$ cat src/i2ew_pkg.sv
// ----------------------------------------------------------------------------
// i2ew_pkg
// Shared widths, digit type and word-token codes for the number speller.
// ----------------------------------------------------------------------------
package i2ew_pkg;

  localparam int unsigned VALUE_W    = 31;
  localparam int unsigned CODE_W     = 5;
  localparam int unsigned NUM_DIGITS = 10;
  localparam int unsigned BCD_W      = 4 * NUM_DIGITS;
  localparam int unsigned CNT_W      = $clog2(VALUE_W);

  typedef logic [3:0]        digit_t;
  typedef logic [CODE_W-1:0] code_t;

  localparam code_t TOK_ZERO     = 5'd0;
  localparam code_t TOK_TEN      = 5'd10;
  localparam code_t TOK_TENS_OFS = 5'd18;
  localparam code_t TOK_HUNDRED  = 5'd28;
  localparam code_t TOK_THOUSAND = 5'd29;
  localparam code_t TOK_MILLION  = 5'd30;
  localparam code_t TOK_BILLION  = 5'd31;

endpackage

$ cat src/i2ew_bcd.sv
// ----------------------------------------------------------------------------
// i2ew_bcd
// Shift-and-add-3 binary to decimal converter, one input bit per cycle.
// ----------------------------------------------------------------------------
module i2ew_bcd import i2ew_pkg::*; (
  input  logic               clk_i,
  input  logic               rst_ni,
  input  logic               start_i,
  input  logic [VALUE_W-1:0] value_i,
  output logic               done_o,
  output logic [BCD_W-1:0]   bcd_o
);

  logic               busy_q;
  logic [CNT_W-1:0]   cnt_q;
  logic [VALUE_W-1:0] bin_q;
  logic [BCD_W-1:0]   bcd_q;
  logic [BCD_W-1:0]   adj;
  logic               done_q;

  // add 3 to every digit of five or more before the shift
  always_comb begin
    for (int i = 0; i < NUM_DIGITS; i++) begin
      if (bcd_q[4*i +: 4] >= 4'd5) begin
        adj[4*i +: 4] = bcd_q[4*i +: 4] + 4'd3;
      end else begin
        adj[4*i +: 4] = bcd_q[4*i +: 4];
      end
    end
  end

  always_ff @(posedge clk_i or negedge rst_ni) begin
    if (!rst_ni) begin
      busy_q <= 1'b0;
      done_q <= 1'b0;
      cnt_q  <= '0;
    end else begin
      done_q <= busy_q && !start_i && (cnt_q == '0);
      if (start_i) begin
        busy_q <= 1'b1;
        cnt_q  <= CNT_W'(VALUE_W - 1);
      end else if (busy_q) begin
        cnt_q <= cnt_q - 1'b1;
        if (cnt_q == '0) begin
          busy_q <= 1'b0;
        end
      end
    end
  end

  always_ff @(posedge clk_i) begin
    if (start_i) begin
      bin_q <= value_i;
      bcd_q <= '0;
    end else if (busy_q) begin
      bin_q <= {bin_q[VALUE_W-2:0], 1'b0};
      bcd_q <= {adj[BCD_W-2:0], bin_q[VALUE_W-1]};
    end
  end

  assign done_o = done_q;
  assign bcd_o  = bcd_q;

endmodule

$ cat src/i2ew_words.sv
// ----------------------------------------------------------------------------
// i2ew_words
// Walks the digit groups and emits word tokens with one-token lookahead.
// ----------------------------------------------------------------------------
module i2ew_words import i2ew_pkg::*; (
  input  logic             clk_i,
  input  logic             rst_ni,
  input  logic             start_i,
  input  logic [BCD_W-1:0] bcd_i,
  output logic             done_o,
  output logic             out_valid_o,
  input  logic             out_ready_i,
  output code_t            word_code_o,
  output logic             last_word_o
);

  typedef enum logic [2:0] {
    ST_IDLE, ST_HDIG, ST_HWORD, ST_REST, ST_ONES, ST_SCALE, ST_FLUSH
  } state_e;

  state_e     state_q;
  logic [1:0] grp_q;
  logic       pend_v_q;
  code_t      pend_code_q;
  logic       out_v_q;
  code_t      out_code_q;
  logic       out_last_q;
  logic       done_q;

  digit_t h, t, o;
  logic   emit;
  code_t  code;
  logic   out_free;
  logic   advance;
  logic   out_load;
  logic   grp_nz;

  // digits of the current group, billion group first
  always_comb begin
    case (grp_q)
      2'd0: begin
        h = '0; t = '0; o = bcd_i[39:36];
      end
      2'd1: begin
        h = bcd_i[35:32]; t = bcd_i[31:28]; o = bcd_i[27:24];
      end
      2'd2: begin
        h = bcd_i[23:20]; t = bcd_i[19:16]; o = bcd_i[15:12];
      end
      default: begin
        h = bcd_i[11:8]; t = bcd_i[7:4]; o = bcd_i[3:0];
      end
    endcase
  end

  assign grp_nz = (h != '0) || (t != '0) || (o != '0);

  always_comb begin
    emit = 1'b0;
    code = TOK_ZERO;
    case (state_q)
      ST_HDIG: begin
        emit = (h != '0);
        code = {1'b0, h};
      end
      ST_HWORD: begin
        emit = (h != '0);
        code = TOK_HUNDRED;
      end
      ST_REST: begin
        emit = (t != '0) || (o != '0);
        if (t >= 4'd2) begin
          code = TOK_TENS_OFS + {1'b0, t};
        end else if (t[0]) begin
          code = TOK_TEN + {1'b0, o};
        end else begin
          code = {1'b0, o};
        end
      end
      ST_ONES: begin
        emit = (t >= 4'd2) && (o != '0);
        code = {1'b0, o};
      end
      ST_SCALE: begin
        emit = grp_nz && (grp_q != 2'd3);
        case (grp_q)
          2'd0:    code = TOK_BILLION;
          2'd1:    code = TOK_MILLION;
          default: code = TOK_THOUSAND;
        endcase
      end
      default: begin
        emit = 1'b0;
        code = TOK_ZERO;
      end
    endcase
  end

  assign out_free = !out_v_q || out_ready_i;
  // a token only waits when the lookahead slot and output are both full
  assign advance  = !emit || !pend_v_q || out_free;
  // output register takes the lookahead token
  assign out_load = (state_q == ST_FLUSH) ? out_free :
                    ((state_q != ST_IDLE) && advance && emit && pend_v_q);

  always_ff @(posedge clk_i or negedge rst_ni) begin
    if (!rst_ni) begin
      state_q    <= ST_IDLE;
      grp_q      <= '0;
      pend_v_q   <= 1'b0;
      out_v_q    <= 1'b0;
      done_q     <= 1'b0;
      out_last_q <= 1'b0;
    end else begin
      done_q <= (state_q == ST_FLUSH) && out_free;
      if (out_load) begin
        out_v_q <= 1'b1;
      end else if (out_ready_i) begin
        out_v_q <= 1'b0;
      end
      case (state_q)
        ST_IDLE: begin
          if (start_i) begin
            grp_q <= '0;
            if (bcd_i == '0) begin
              pend_v_q    <= 1'b1;
              pend_code_q <= TOK_ZERO;
              state_q     <= ST_FLUSH;
            end else begin
              state_q <= ST_HDIG;
            end
          end
        end
        ST_FLUSH: begin
          if (out_free) begin
            out_code_q <= pend_code_q;
            out_last_q <= 1'b1;
            pend_v_q   <= 1'b0;
            state_q    <= ST_IDLE;
          end
        end
        default: begin
          if (advance) begin
            if (emit) begin
              if (pend_v_q) begin
                out_code_q <= pend_code_q;
                out_last_q <= 1'b0;
              end
              pend_v_q    <= 1'b1;
              pend_code_q <= code;
            end
            case (state_q)
              ST_HDIG:  state_q <= ST_HWORD;
              ST_HWORD: state_q <= ST_REST;
              ST_REST:  state_q <= ST_ONES;
              ST_ONES:  state_q <= ST_SCALE;
              default: begin
                if (grp_q == 2'd3) begin
                  state_q <= ST_FLUSH;
                end else begin
                  grp_q   <= grp_q + 2'd1;
                  state_q <= ST_HDIG;
                end
              end
            endcase
          end
        end
      endcase
    end
  end

  assign done_o      = done_q;
  assign out_valid_o = out_v_q;
  assign word_code_o = out_code_q;
  assign last_word_o = out_last_q;

endmodule

$ cat src/integer_to_english_word_tokens_top.sv
// ----------------------------------------------------------------------------
// integer_to_english_word_tokens_top
// Spells a 31-bit unsigned integer as a run of English word-token codes.
// ----------------------------------------------------------------------------
// Usage:
//   in channel  : in_valid_i / in_ready_o carry one request, value_i.
//   out channel : out_valid_o / out_ready_i carry one word token per beat,
//                 word_code_o, with last_word_o set on the final word.
//   A request gives 1 to 16 tokens. in_ready_o is high only when idle.
//   Timing: the shift-and-add-3 conversion starts in the cycle after
//   acceptance (one value bit per cycle in the digit adjust unit). The
//   sequencer then spends a start step; hundreds-digit, hundred-word,
//   rest, ones and scale steps on each of the four digit groups; and
//   a flush step. Zero skips the group walk. in_ready_o rises in the
//   cycle after the last token becomes valid.
//   The last token is held in the output register, and the next request
//   is accepted while it waits.
//   A stalled receiver freezes the sequencer once the output register and
//   its one-token lookahead slot are full; no token is dropped.
//   Reset clears all control state and leaves the output channel empty.
// ----------------------------------------------------------------------------
module integer_to_english_word_tokens_top import i2ew_pkg::*; (
  input  logic               clk_i,
  input  logic               rst_ni,
  input  logic               in_valid_i,
  output logic               in_ready_o,
  input  logic [VALUE_W-1:0] value_i,
  output logic               out_valid_o,
  input  logic               out_ready_i,
  output logic [CODE_W-1:0]  word_code_o,
  output logic               last_word_o
);

  typedef enum logic [1:0] {
    TS_IDLE, TS_CONV, TS_WORDS
  } top_state_e;

  top_state_e       state_q;
  logic             in_acc;
  logic             conv_done;
  logic             words_done;
  logic [BCD_W-1:0] bcd;

  assign in_ready_o = (state_q == TS_IDLE);
  assign in_acc     = in_valid_i && in_ready_o;

  always_ff @(posedge clk_i or negedge rst_ni) begin
    if (!rst_ni) begin
      state_q <= TS_IDLE;
    end else begin
      case (state_q)
        TS_IDLE: begin
          if (in_acc) state_q <= TS_CONV;
        end
        TS_CONV: begin
          if (conv_done) state_q <= TS_WORDS;
        end
        TS_WORDS: begin
          if (words_done) state_q <= TS_IDLE;
        end
        default: state_q <= TS_IDLE;
      endcase
    end
  end

  i2ew_bcd u_bcd (
    .clk_i   (clk_i),
    .rst_ni  (rst_ni),
    .start_i (in_acc),
    .value_i (value_i),
    .done_o  (conv_done),
    .bcd_o   (bcd)
  );

  i2ew_words u_words (
    .clk_i       (clk_i),
    .rst_ni      (rst_ni),
    .start_i     (conv_done),
    .bcd_i       (bcd),
    .done_o      (words_done),
    .out_valid_o (out_valid_o),
    .out_ready_i (out_ready_i),
    .word_code_o (word_code_o),
    .last_word_o (last_word_o)
  );

endmodule

$ cat config.mk
export PLATFORM = sky130hd
export DESIGN_NAME = integer_to_english_word_tokens_top
export DESIGN_NICKNAME = d
export VERILOG_FILES = /design/src/i2ew_pkg.sv /design/src/i2ew_bcd.sv /design/src/i2ew_words.sv /design/src/integer_to_english_word_tokens_top.sv
export SDC_FILE = /design/constraint.sdc
export NUM_CORES = 1
export LEC_CHECK = 0
export ABC_AREA = 1
export BUFFER_PORTS_ARGS = -buffer_cell sky130_fd_sc_hd__buf_2
export CAP_MARGIN = 15
export CORE_ASPECT_RATIO = 1.25
export CORE_UTILIZATION = 55
export CTS_CLUSTER_DIAMETER = 200
export DETAILED_ROUTE_END_ITERATION = 7
export GPL_TIMING_DRIVEN = 0
export PLACE_DENSITY = 0.74
export SKIP_CTS_REPAIR_TIMING = 1
export SYNTH_ARGS = -nofsm -noshare
export SYNTH_HDL_FRONTEND = slang
export SYNTH_SLANG_ARGS = --single-unit
$ cat constraint.sdc
create_clock -name clk_i -period 6.8 [get_ports clk_i]
set_clock_uncertainty 0.15 [all_clocks]
set_input_delay 1.36 -clock clk_i [delete_from_list [all_inputs] [get_ports clk_i]]
set_output_delay 1.36 -clock clk_i [all_outputs]
set_load 0.02 [all_outputs]
**Yosys cells after proc, flatten, opt, wreduce, memory -nomap -nowiden**

Cells that the tools add are included.
W data, S select, Z words.

- Word-level logic and storage cells: 172
- Input port bits: 35
- Register bits after elaboration: 99
- Output and inout port bits: 8

- Magnitude comparators: 11
- Equality and inequality tests: 20
- $add $sub $neg: 14
- Reductions and logical operators: 46
- Bitwise gates (word level): 2
- Multiplexer cells: 65

Operators with widths:

| kind | number |
|---|---|
| $mux W31 | 2 |
| $mux W5 | 12 |
| $ge A4 B3 Y1 const B | 10 |
| $logic_not A40 Y1 | 1 |
| $add A4 B2 Y4 const B | 9 |
| $mux W4 | 9 |
| $pmux W4 S3 | 3 |
| $pmux W5 S5 | 1 |
| $pmux W5 S2 | 2 |
| $mux W3 | 6 |
| $mux W1 | 15 |
| $reduce_and A5 Y1 | 3 |
| $mux W2 | 7 |
| $reduce_bool A2 Y1 | 7 |
| $ne A2 B1 Y1 const B | 6 |
| $pmux W3 S4 | 1 |
| $reduce_and A6 Y1 | 2 |
| $reduce_bool A4 Y1 | 3 |
| $eq A3 B3 Y1 const B | 3 |
| $logic_and A1 B1 Y1 | 9 |
| $reduce_bool A3 Y1 | 3 |
| $pmux W2 S2 | 2 |
| $eq A2 B2 Y1 const B | 3 |
| $eq A3 B2 Y1 const B | 2 |
| 22 further kinds | 37 |

**Depth between registers and ports, before layout**

Gate-level depths: netlist of run 1.

- Depth after elaboration: 15
- Depth in mapped cells: 16

**Hierarchy**

A second synthesis of run 1 with hierarchy kept.

- Cells, all modules: 812
- Area total of the unflattened synthesis: 5863.1 um^2

Modules (own cells, without submodules):

| module | sequential area each (um^2) | instances | cells an instance | area each (um^2) |
|---|---|---|---|---|
| i2ew_bcd | 1906.8 | 1 | 525 | 3953.8 |
| i2ew_words | 525.5 | 1 | 273 | 1804.2 |
| integer_to_english_word_tokens_top | 50.0 | 1 | 14 | 105.1 |

**Least setup slack after synthesis of run 1**

No wires, ideal clock.

- Kind: in2reg
- From: input in_valid_i
- To: register u_bcd.bin_q[0] (enable)
- Setup slack: 3942 ps
- Stages on the path: 5
- Path buffers: 1
- Data required time: 6273 ps
- Data arrival time: 2331 ps
- Path through: nand2_1 > inv_1 > nor2_1 > inv_1 > buf_2

- Word-level cells in the longest chain between the ends: 2

RTL lines:

| element | line | source |
|---|---|---|
| start, declared | integer_to_english_word_tokens_top.sv:25 | `input logic in_valid_i,` |
| $logic_and A1 B1 Y1 | integer_to_english_word_tokens_top.sv:45 | `assign in_acc = in_valid_i && in_ready_o;` |
| $reduce_bool A2 Y1 (no source line) | n/a |  |
| end signal, assigned | i2ew_bcd.sv:53 | `bin_q <= value_i;` |
| end signal, assigned | i2ew_bcd.sv:56 | `bin_q <= {bin_q[VALUE_W-2:0], 1'b0};` |
| end, declared | i2ew_bcd.sv:16 | `logic [VALUE_W-1:0] bin_q;` |

No other way between the ends.
A chain may end at the register's enable or synchronous reset.

**Final worst setup path of run 1**

- From: input in_valid_i
- To: register u_bcd.bcd_q[24] (netlist: u_bcd.bcd_o[24])

- Word-level cells in the longest chain between the ends: 1

RTL lines:

| element | line | source |
|---|---|---|
| $logic_and A1 B1 Y1 | integer_to_english_word_tokens_top.sv:45 |  |
| end signal, assigned | i2ew_bcd.sv:57 | `bcd_q <= {adj[BCD_W-2:0], bin_q[VALUE_W-1]};` |
| end, declared | i2ew_bcd.sv:17 | `logic [BCD_W-1:0] bcd_q;` |

No other way between the ends.

==> out/qor.csv, run 1 <==
metric;value;unit
ys.flop_type;edfxtp_1;
yosysWarningCount;0;
fin_total_pwr;0.00329;W
utilization;0.646;
synth_area_leaders;edfxtp_1, dfxtp_1, nand2_1, ha_1, dfrtp_1;
grt_first_pass_wirelength;22.1;mm
holdPathStages;0;
synth_top_area_cell;edfxtp_1;
gr-total-overflow;0;
place_ws;3.30;ns
wl_per_cell;15.6;microns
seq_area;2480;sq um
fin_cells;882;
die_w;92.5;microns
grt_pass1_vias;4654;
critical_path.max_stage_delay;0.49;ns
crit_family;buffers and inverters;
worstMarginPinSlew;0.878;ns
drt-total-wl;13.7;mm
cp.required;6.92;ns
grt_max_degree;41;
worst_slack;3.67;ns
netlist_instances;698;
end_kind;register;
async_flop_share;0.182;
layout_common_cells;nand2_1, inv_1, buf_2, o21ai_0, edfxtp_1;
die-area;10700;sq um
maxCapViolCount;0;
grt_usage;0.273;
setup_tns;0;ns
synth.avg_cell_area;8.07;sq um
crit_type;primary input to register;
ys_types;41;
drtIter0Drc;288;
core_region_area;9760;sq um
drive_gt1_frac;0.128;
nNetsFinal;824;
slowest_stage;buf_2;
cp_cell_sequence;buf_2 > nand2_1 > inv_1 > nor2_1 > inv_1 > buf_2 > o22ai_1;
cp.depth;7;
finalMaxSlewViolations;0;
start_util;0.577;
layout_commonest_cell;nand2_1;
area_delta_synth_final;11.9;%
multi_input_area;2730;sq um
hold_class;register to register;
rsz0062_at_grt;false;
ir_worst_vdd;218;uV
antenna_found_initial;0;
crit_buf_inv;4;
ys_ff_latch;99;
slew_headroom;0.414;
synth_nets;771;
firstDrtPassIters;5;
dp_hpwl;10.5;mm
synth_edf_count;41;
die_y;115;microns
rows;40;
max_freq;0.319;GHz
hold_violations;0;
yosys.area.top_type_share;0.219;
clock-root-buffer;clkbuf_16;
post-route-period-util;0.461;
fillers;862;
crit_path_start_kind;primary input;
drcViolationCount;0;
htree_levels;3;
status;completed;
path_max_fanout;40;
leakagePower;3.08;nW
clk_latency;0.35;ns
crit_arrival;3.25;ns
viasPerCell;5.48;
reg2reg_depth;8;
synth_area;5630;sq um
period_needed;3.13;ns
clkSlewWorstSetupHoldPaths;0.07;ns
ios;43;
dpl.cell_count;866;
cts_tree;yes;
powerDensity;522;nW/um^2
ys_seq_area_frac;0.441;
ant_nets;0;
clk_path_buf_depth;2;
vias;4833;
insertedDiodeCount;0;
place_congestion;0.954;
timing.final.setup_violations;0;
cts.sinks;99;
cts_buffers;9;
portBuffers;42;
## worst register-to-register path, cell delays in order (launching register included)
cell and delay [ns]:
dfxtp_1 0.38, inv_1 0.14, ha_1 0.24, nand4_1 0.19
nor4_1 0.70, nand2_1 0.12, nand2_1 0.13, nand2_1 0.07
nor3_2 0.46
## kinds of logic (layout without fill, tap and decap cells)
family / count (synthesis) / after routing / synth area share
buffers and inverters: 102 / 160 / 0.0746
XOR/XNOR: 15 / 15 / 0.0233
flip-flops: 99 / 99 / 0.441
adder cells (fa/ha/maj): 38 / 38 / 0.0844
AO/OA/AOI/OAI: 118 / 118 / 0.122
AND/OR/NAND/NOR: 326 / 326 / 0.255
## Yosys cell counts (all sizes together), types with 2 or more instances
master	instances
xor2	13
a31oi	2
o22ai	14
o211ai	2
o32ai	5
edfxtp	41
dfxtp	40
inv	82
or2	8
nor2	37
o21ai	62
a21oi	19
clkbuf	10
nor4	3
nand3	45
a22oi	2
o31ai	8
nand3b	2
nand4	8
ha	38
dfrtp	18
xnor2	2
nor3	5
a32o	2
nand2	217
buf	10
## sequential cells by signal, indices dropped and copies added, names as in the netlist, 2 cells and up
signal               count
state_q                  2
u_bcd.bcd_o             40
u_words.word_code_o      5
u_words.state_q          3
u_words.grp_q            2
u_bcd.cnt_q              5
u_bcd.bin_q             31
u_words.pend_code_q      5
## metal layers
layer	vias up	track usage	wire length (microns)
met5	-	0	0
met1	2225	0.308	5500
met2	153	0.481	7030
met4	0	0.176	615
li1	2417	-	-
met3	38	0.0390	574
## power breakdown
group	total (W)	leakage (nW)	internal (W)	switching [W]
Clock	0.000525	0.149	0.000289	0.000236
Sequential	0.00114	0.987	0.000941	0.000195
Combinational	0.00163	1.94	0.000596	0.00103
## area by class of cell
cell class / count / share of cell area
buffer: 20 / 0.0179
inverter: 82 / 0.0488
multi-input combinational: 497 / 0.433
tap: 126 / 0.0250
timing repair buffer: 42 / 0.0334
sequential: 99 / 0.394
clock buffer: 9 / 0.0357
clock inverter: 7 / 0.0121
## path summary, 6_finish.rpt
check | from | end | slack (ns)
worst max register to register | u_bcd.bcd_o[16] | u_words.pend_code_q[4] | 3.87
worst min-delay path | u_words.pend_code_q[1] | u_words.word_code_o[1] | 0.27
max in group asynchronous | rst_ni | u_bcd.done_o | 5.42
min in group asynchronous | rst_ni | u_words.state_q[1] | 0.79
worst min register to register | u_words.pend_code_q[1] | u_words.word_code_o[1] | 0.27
worst max-delay path | in_valid_i | u_bcd.bcd_o[24] | 3.67
## stage by stage
stage / instance area, sq um / hold slack, ns
after global routing: 6300 / 0.282
after global placement: 6000 / 0.251
after floorplan: 5630 / 0.250
final: 6300 / 0.270
after CTS: 6300 / 0.273
after detailed placement: 6000 / 0.257
Power figures use the tool's default switching activity.
==> run 2: changes to the inputs <==
PLACE_DENSITY = 0.77   (was 0.74)
clock period = 2.66 ns   (was 6.8 ns; I/O delays follow)
==> run 2 against run 1 <==
Via count rose by 2.5%. Die area did not move. Final cell count rose by 1.8%. First-iteration DRC count fell by 3.1%. Worst setup slack got worse by 3.7 ns. Largest cell class unchanged. Largest power group unchanged. Highest routed layer unchanged.
==> out/qor.csv, run 2 (synthesis gave the netlist of run 1 again) <==
metric;value;unit;change
grt_pass1_vias;4703;;+1.1%
reg2reg_from;u_words.grp_q[1];;
wl_per_cell;15.6;microns;about the same
clk_latency;0.36;ns;about the same
end_kind;register;;
clkSlewWorstSetupHoldPaths;0.07;ns;about the same
ir_worst_vdd;621;uV;+190%
timing.final.setup_violations;0;;unchanged
dp_hpwl;10.4;mm;-0.44%
multi_input_area;2880;sq um;+5.5%
place_congestion;0.950;;-0.50%
maxUsedRoutingLayer;met4;;
wl_met2;7.23;mm;+2.8%
grt_max_degree;41;;unchanged
utilization;0.677;;+0.0313
slew_headroom;0.526;;+0.111
area_delta_synth_final;17.3;%;
period_needed;2.65;ns;
crit_arrival;2.52;ns;-0.73 ns
grt_usage;0.270;;-0.00285
max_freq;0.378;GHz;
ant_nets;0;;unchanged
nNetsFinal;840;;+1.9%
cts_tree;yes;;
hold_class;register to register;;
leakagePower;3.17;nW;+3.1%
route.met3.wl;587;microns;+2.3%
htree_levels;3;;unchanged
cp.required;2.54;ns;-4.38 ns
drive_gt1_frac;0.176;;+0.0479
status;completed;;
die_w;92.5;microns;unchanged
core_region_area;9760;sq um;unchanged
ios;43;;unchanged
crit_start;u_words.grp_q[1];;
seq_area;2480;sq um;+0.10%
drcViolationCount;0;;unchanged
largest_register_ffs;40;;unchanged
portBuffers;42;;unchanged
post-route-period-util;0.995;;
vias;4954;;+2.5%
rsz0062_at_grt;true;;
hold_start;u_words.pend_code_q[3];;
wl_met1;5.64;mm;+2.5%
cts.sinks;99;;unchanged
fillers;825;;-4.3%
crit_type;register to register;;
insertedDiodeCount;0;;unchanged
start_util;0.577;;unchanged
drt-total-wl;14.0;mm;+1.8%
grt_first_pass_wirelength;22.1;mm;+0.16%
gr-total-overflow;0;;unchanged
drtIter0Drc;279;;-3.1%
place_ws;-0.337;ns;-3.64 ns
die-area;10700;sq um;unchanged
antenna_found_initial;0;;unchanged
clock-root-buffer;clkbuf_16;;
finalMaxSlewViolations;0;;unchanged
clk_path_buf_depth;2;;unchanged
die_y;115;microns;unchanged
cts_buffers;9;;unchanged
firstDrtPassIters;5;;unchanged
crit_path_start_kind;register;;
hold_violations;0;;unchanged
powerDensity;1340;nW/um^2;+160%
viasPerCell;5.52;;+0.68%
layout_commonest_cell;nand2_1;;
worstMarginPinSlew;0.712;ns;-0.167 ns
maxCapViolCount;0;;unchanged
rows;40;;unchanged
layout_common_cells;nand2_1, inv_1, o21ai_0;;
worst_slack;0.0143;ns;-3.65 ns
path_max_fanout;5;;-88%
run 2: worst max-delay path: stages, from the launching register on:
cell and delay [ns]:
dfrtp_2 0.46, buf_6 0.14, ha_4 0.18, buf_8 0.13, nand2_2 0.06, nand2_2 0.06, o21ai_4 0.14, nand2_2 0.08
nor2_4 0.15, nor2_4 0.06, nor2_4 0.15, nand2_4 0.08, nand3_4 0.08, o21ai_4 0.07, nor3_4 0.32
run 2: stage by stage:
step	power (W)	area (sq um)	std cells	hold WS, ns	TNS [ns]
floorplan	0.00594	5630	698	0.0864	0
global placement	0.00688	6000	866	0.256	-3.46
global route	0.00955	6610	898	0.296	-0.496
CTS	0.00838	6300	882	-0.0387	-6.40
finish	0.00887	6610	898	0.279	0
detailed placement	0.00706	6000	866	0.256	-4.96
run 2: cell type report:
cell class / instances / share of cell area
buffer: 20 / 0.0180
inverter: 82 / 0.0477
multi-input combinational: 497 / 0.436
sequential: 99 / 0.376
clock inverter: 6 / 0.00871
clock buffer: 10 / 0.0362
tap: 126 / 0.0239
timing repair buffer: 58 / 0.0536
run 2: worst paths after layout:
path | slack (ns) | depth (start not counted) | end
worst max-delay path | 0.01 | 14 | u_words.pend_code_q[3]
min in group asynchronous | 0.49 | 2 | u_words.done_o
worst min register to register | 0.28 | 0 | u_words.word_code_o[3]
worst max register to register | 0.01 | 14 | u_words.pend_code_q[3]
worst min-delay path | 0.28 | 0 | u_words.word_code_o[3]
max in group asynchronous | 1.54 | 2 | u_words.grp_q[0]
run 2: routing by layer:
layer / vias up / global-route usage
met1: 2342 / 0.301
met2: 128 / 0.493
li1: 2446 / -
met3: 38 / 0.0390
met5: - / 0
met4: 0 / 0.147
run 2: power breakdown:
part,switching [W],leakage (nW),total [W],internal [W]
registers,0.000521,0.985,0.00293,0.00241
logic,0.00284,2.04,0.00463,0.00180
clock network,0.000629,0.147,0.00131,0.000680
total,0.00399,3.17,0.00887,0.00488
==> run 3: changes to the inputs <==
ABC_AREA = unset   (was 1)
PLACE_DENSITY = 0.83   (was 0.77)
==> run 3 against run 2 <==
Die area grew 0.26%. First-iteration DRC count is 110% higher. The run now ends with negative setup slack left. Final cell count decreased by 3.9%. Critical path depth shrank 3. Sequential power grew 11%. Power rose by 19%. Area after synthesis grew 0.27%. Via count is 7.1% higher.
==> out/qor.csv, run 3 <==
metric;value;unit;change
status;finished with violations;;
violations;negative setup slack;;
ys.flop_type;edfxtp_1;;
core_region_area;10100;sq um;+3.0%
synth_area;5650;sq um;+0.27%
slew_headroom;0.431;;-0.0949
largest_register_ffs;40;;unchanged
ys_types;50;;+22%
synth_edf_count;41;;unchanged
max_freq;0.340;GHz;-10%
insertedDiodeCount;0;;unchanged
clkSlewWorstSetupHoldPaths;0.07;ns;about the same
p_sw;0.00477;W;+20%
place_congestion;0.915;;-3.7%
clockPowerShare;0.120;;-0.028
holdPathStages;0;;unchanged
post-route-period-util;1.11;;+0.111
area_delta_synth_final;20.1;%;
leakagePower;3.00;nW;-5.5%
drt-total-wl;15.8;mm;+13%
maxCapViolCount;0;;unchanged
rrSetupSlack;-0.28;ns;-0.30 ns
synth.avg_cell_area;8.66;sq um;+7.3%
cts.sinks;99;;unchanged
die_w;92.6;microns;+0.13%
gr-total-overflow;0;;unchanged
crit_start;u_words.grp_q[1];;
period_needed;2.94;ns;+0.296 ns
start_util;0.562;;-0.0155
slowest_stage;dfrtp_2;;
dpl.cell_count;823;;-5.0%
hold_slack;0.271;ns;-0.00722 ns
viasPerCell;6.15;;+11%
crit_top_cell;buf_6;;
clk_latency;0.35;ns;about the same
cp-endpoint;u_words.grp_q[0];;
dp_hpwl;9.88;mm;-5.1%
finalMaxSlewViolations;0;;unchanged
crit_path_start_kind;register;;
yosysWarningCount;0;;unchanged
yosys.area.top_type_share;0.218;;-0.000581
crit_type;register to register;;
die_y;115;microns;+0.13%
placed_cell_area;6020;sq um;+0.38%
timing.final.setup_violations;18;;+18
reg2reg_from;u_words.grp_q[1];;
synth_top_area_cell;edfxtp_1;;
drcViolationCount;0;;unchanged
wl_per_cell;18.3;microns;+18%
grt_pass1_vias;4780;;+1.6%
path_max_fanout;10;;+5
antenna_found_initial;0;;unchanged
cp_cell_sequence;buf_4 > ha_4 > buf_6 > buf_12 > a221oi_4 > a21o_1 > a31oi_1 > a311o_1 > buf_6 > a21bo_2 > mux2i_1;;
cts_buffers;9;;unchanged
powerDensity;1550;nW/um^2;+15%
vias;5307;;+7.1%
critical_path.max_stage_delay;0.47;ns;about the same
p_sw_frac;0.453;;+0.00377
die-area;10700;sq um;+0.26%
fillers;717;;-13%
rows;41;;+2.5%
end_kind;register;;
htree_levels;3;;unchanged
reg2reg_depth;11;;-3
grt_first_pass_wirelength;22.2;mm;about the same
clock-root-buffer;clkbuf_16;;
ir_worst_vdd;633;uV;+1.8%
drive_gt1_frac;0.172;;-0.00450
ys_ff_latch;99;;unchanged
clk_path_buf_depth;2;;unchanged
ys_seq_area_frac;0.440;;-0.00117
power_frac_comb;0.572;;+0.050
synth_nets;725;;-6.0%
synth.most_common_cell;nand2_1;;
drtIter0Drc;585;;+110%
pwr-share-seq;0.308;;-0.022
grt_max_degree;32;;-22%
crit_arrival;3.03;ns;+0.51 ns
intPower;0.00575;W;+18%
fin_cells;863;;-3.9%
netlist_instances;652;;-6.6%
design_area;6790;sq um;+2.7%
synth_area_leaders;edfxtp_1, dfxtp_1, nand2_1, ha_1, dfrtp_1;;
synth_common_cells;nand2_1, nor2_1, a21oi_1;;
rsz0062_at_grt;true;;
grt_usage;0.264;;-0.00612
worst_slack;-0.281;ns;-0.296 ns
reg2reg_to;u_words.grp_q[0];;
utilization;0.675;;-0.00221
place_ws;-0.470;ns;-0.133 ns
layout_common_cells;nand2_1, nor2_1, buf_2;;
ios;43;;unchanged
ant_nets;0;;unchanged
hold_violations;0;;unchanged
cp.required;2.75;ns;+0.21 ns
worstMarginPinSlew;0.854;ns;+0.142 ns
layout_commonest_cell;nand2_1;;
nNetsFinal;802;;-4.5%
cts_tree;yes;;
firstDrtPassIters;7;;+2
hold_class;register to register;;
portBuffers;42;;unchanged
async_flop_share;0.182;;unchanged
[run 3: changes by cell type after synthesis, sizes merged, moves of 11 or more]
cell | previous run | this run
a21oi | 19 | 48
clkbuf | 10 | 22
inv | 82 | 33
mux2i | 0 | 18
nand2 | 217 | 136
nand2b | 0 | 14
nand3 | 45 | 17
nor2 | 37 | 57
nor3 | 5 | 16
o21ai | 62 | 44
o22ai | 14 | 1
xnor2 | 2 | 14
[run 3: cells by family (layout without fill, tap and decap cells)]
logic type,after synthesis,count (layout),synth area share
simple gates,272,272,0.212
buf+inv,64,146,0.0461
xor+xnor,23,23,0.0357
mux,20,20,0.0359
compound gates,136,136,0.146
flops,99,99,0.440
fa+ha+maj,38,38,0.0842
[run 3: how the worst min path moves through the flow]
stage | from | endpoint | slack [ns]
6_report | u_words.pend_code_q[2] | u_words.word_code_o[2] | 0.27
5_1_grt | value_i[29] | u_bcd.bin_q[29] | 0.29
4_1_cts | rst_ni | state_q[0] | -0.03
3_5_place_dp | u_words.pend_code_q[2] | u_words.word_code_o[2] | 0.26
3_3_place_gp | u_words.pend_code_q[1] | u_words.word_code_o[1] | 0.25
2_1_floorplan | rst_ni | state_q[0] | 0.09
[run 3: power groups by stage]
| stage | registers (W) | logic, W | clock network, W |
|---|---|---|---|
| after floorplan | 0.00302 | 0.00363 | 0 |
| after global placement | 0.00311 | 0.00443 | 0 |
| after global routing | 0.00330 | 0.00656 | 0.00132 |
| after CTS | 0.00316 | 0.00474 | 0.00125 |
| final | 0.00324 | 0.00602 | 0.00126 |
| after detailed placement | 0.00318 | 0.00469 | 0 |
[run 3: stage by stage]
| stage | total power [W] | setup TNS, ns |
|---|---|---|
| finish | 0.0105 | -2.84 |
| global route | 0.0112 | -5.78 |
| CTS | 0.00915 | -10.36 |
| detailed placement | 0.00786 | -12.02 |
| global placement | 0.00754 | -8.78 |
| floorplan | 0.00664 | 0 |
[run 3: worst max-delay path, delay by kind of cell, from the launching register on]
| family | cells | cell delay, ns |
|---|---|---|
| compound gates | 5 | 1.17 |
| buf+inv | 4 | 0.63 |
| flops | 1 | 0.47 |
| mux | 1 | 0.25 |
| fa+ha+maj | 1 | 0.16 |
[run 3: cell type report]
| type | instances | area, sq um | share of cell area |
|---|---|---|---|
| Clock inverter | 6 | 48.8 | 0.00719 |
| Buffer | 30 | 191 | 0.0282 |
| Tap cell | 129 | 161 | 0.0238 |
| Inverter | 33 | 126 | 0.0186 |
| Multi-Input combinational cell | 489 | 3110 | 0.458 |
| Sequential cell | 99 | 2480 | 0.366 |
| Clock buffer | 10 | 229 | 0.0337 |
| Timing Repair Buffer | 67 | 437 | 0.0644 |
[run 3: per-layer routing]
layer / vias up / wire (microns) / GRT usage
met5: - / 0 / 0
met4: 0 / 827 / 0.121
met3: 107 / 1190 / 0.0450
met2: 338 / 8000 / 0.481
met1: 2463 / 5820 / 0.300
li1: 2399 / - / -
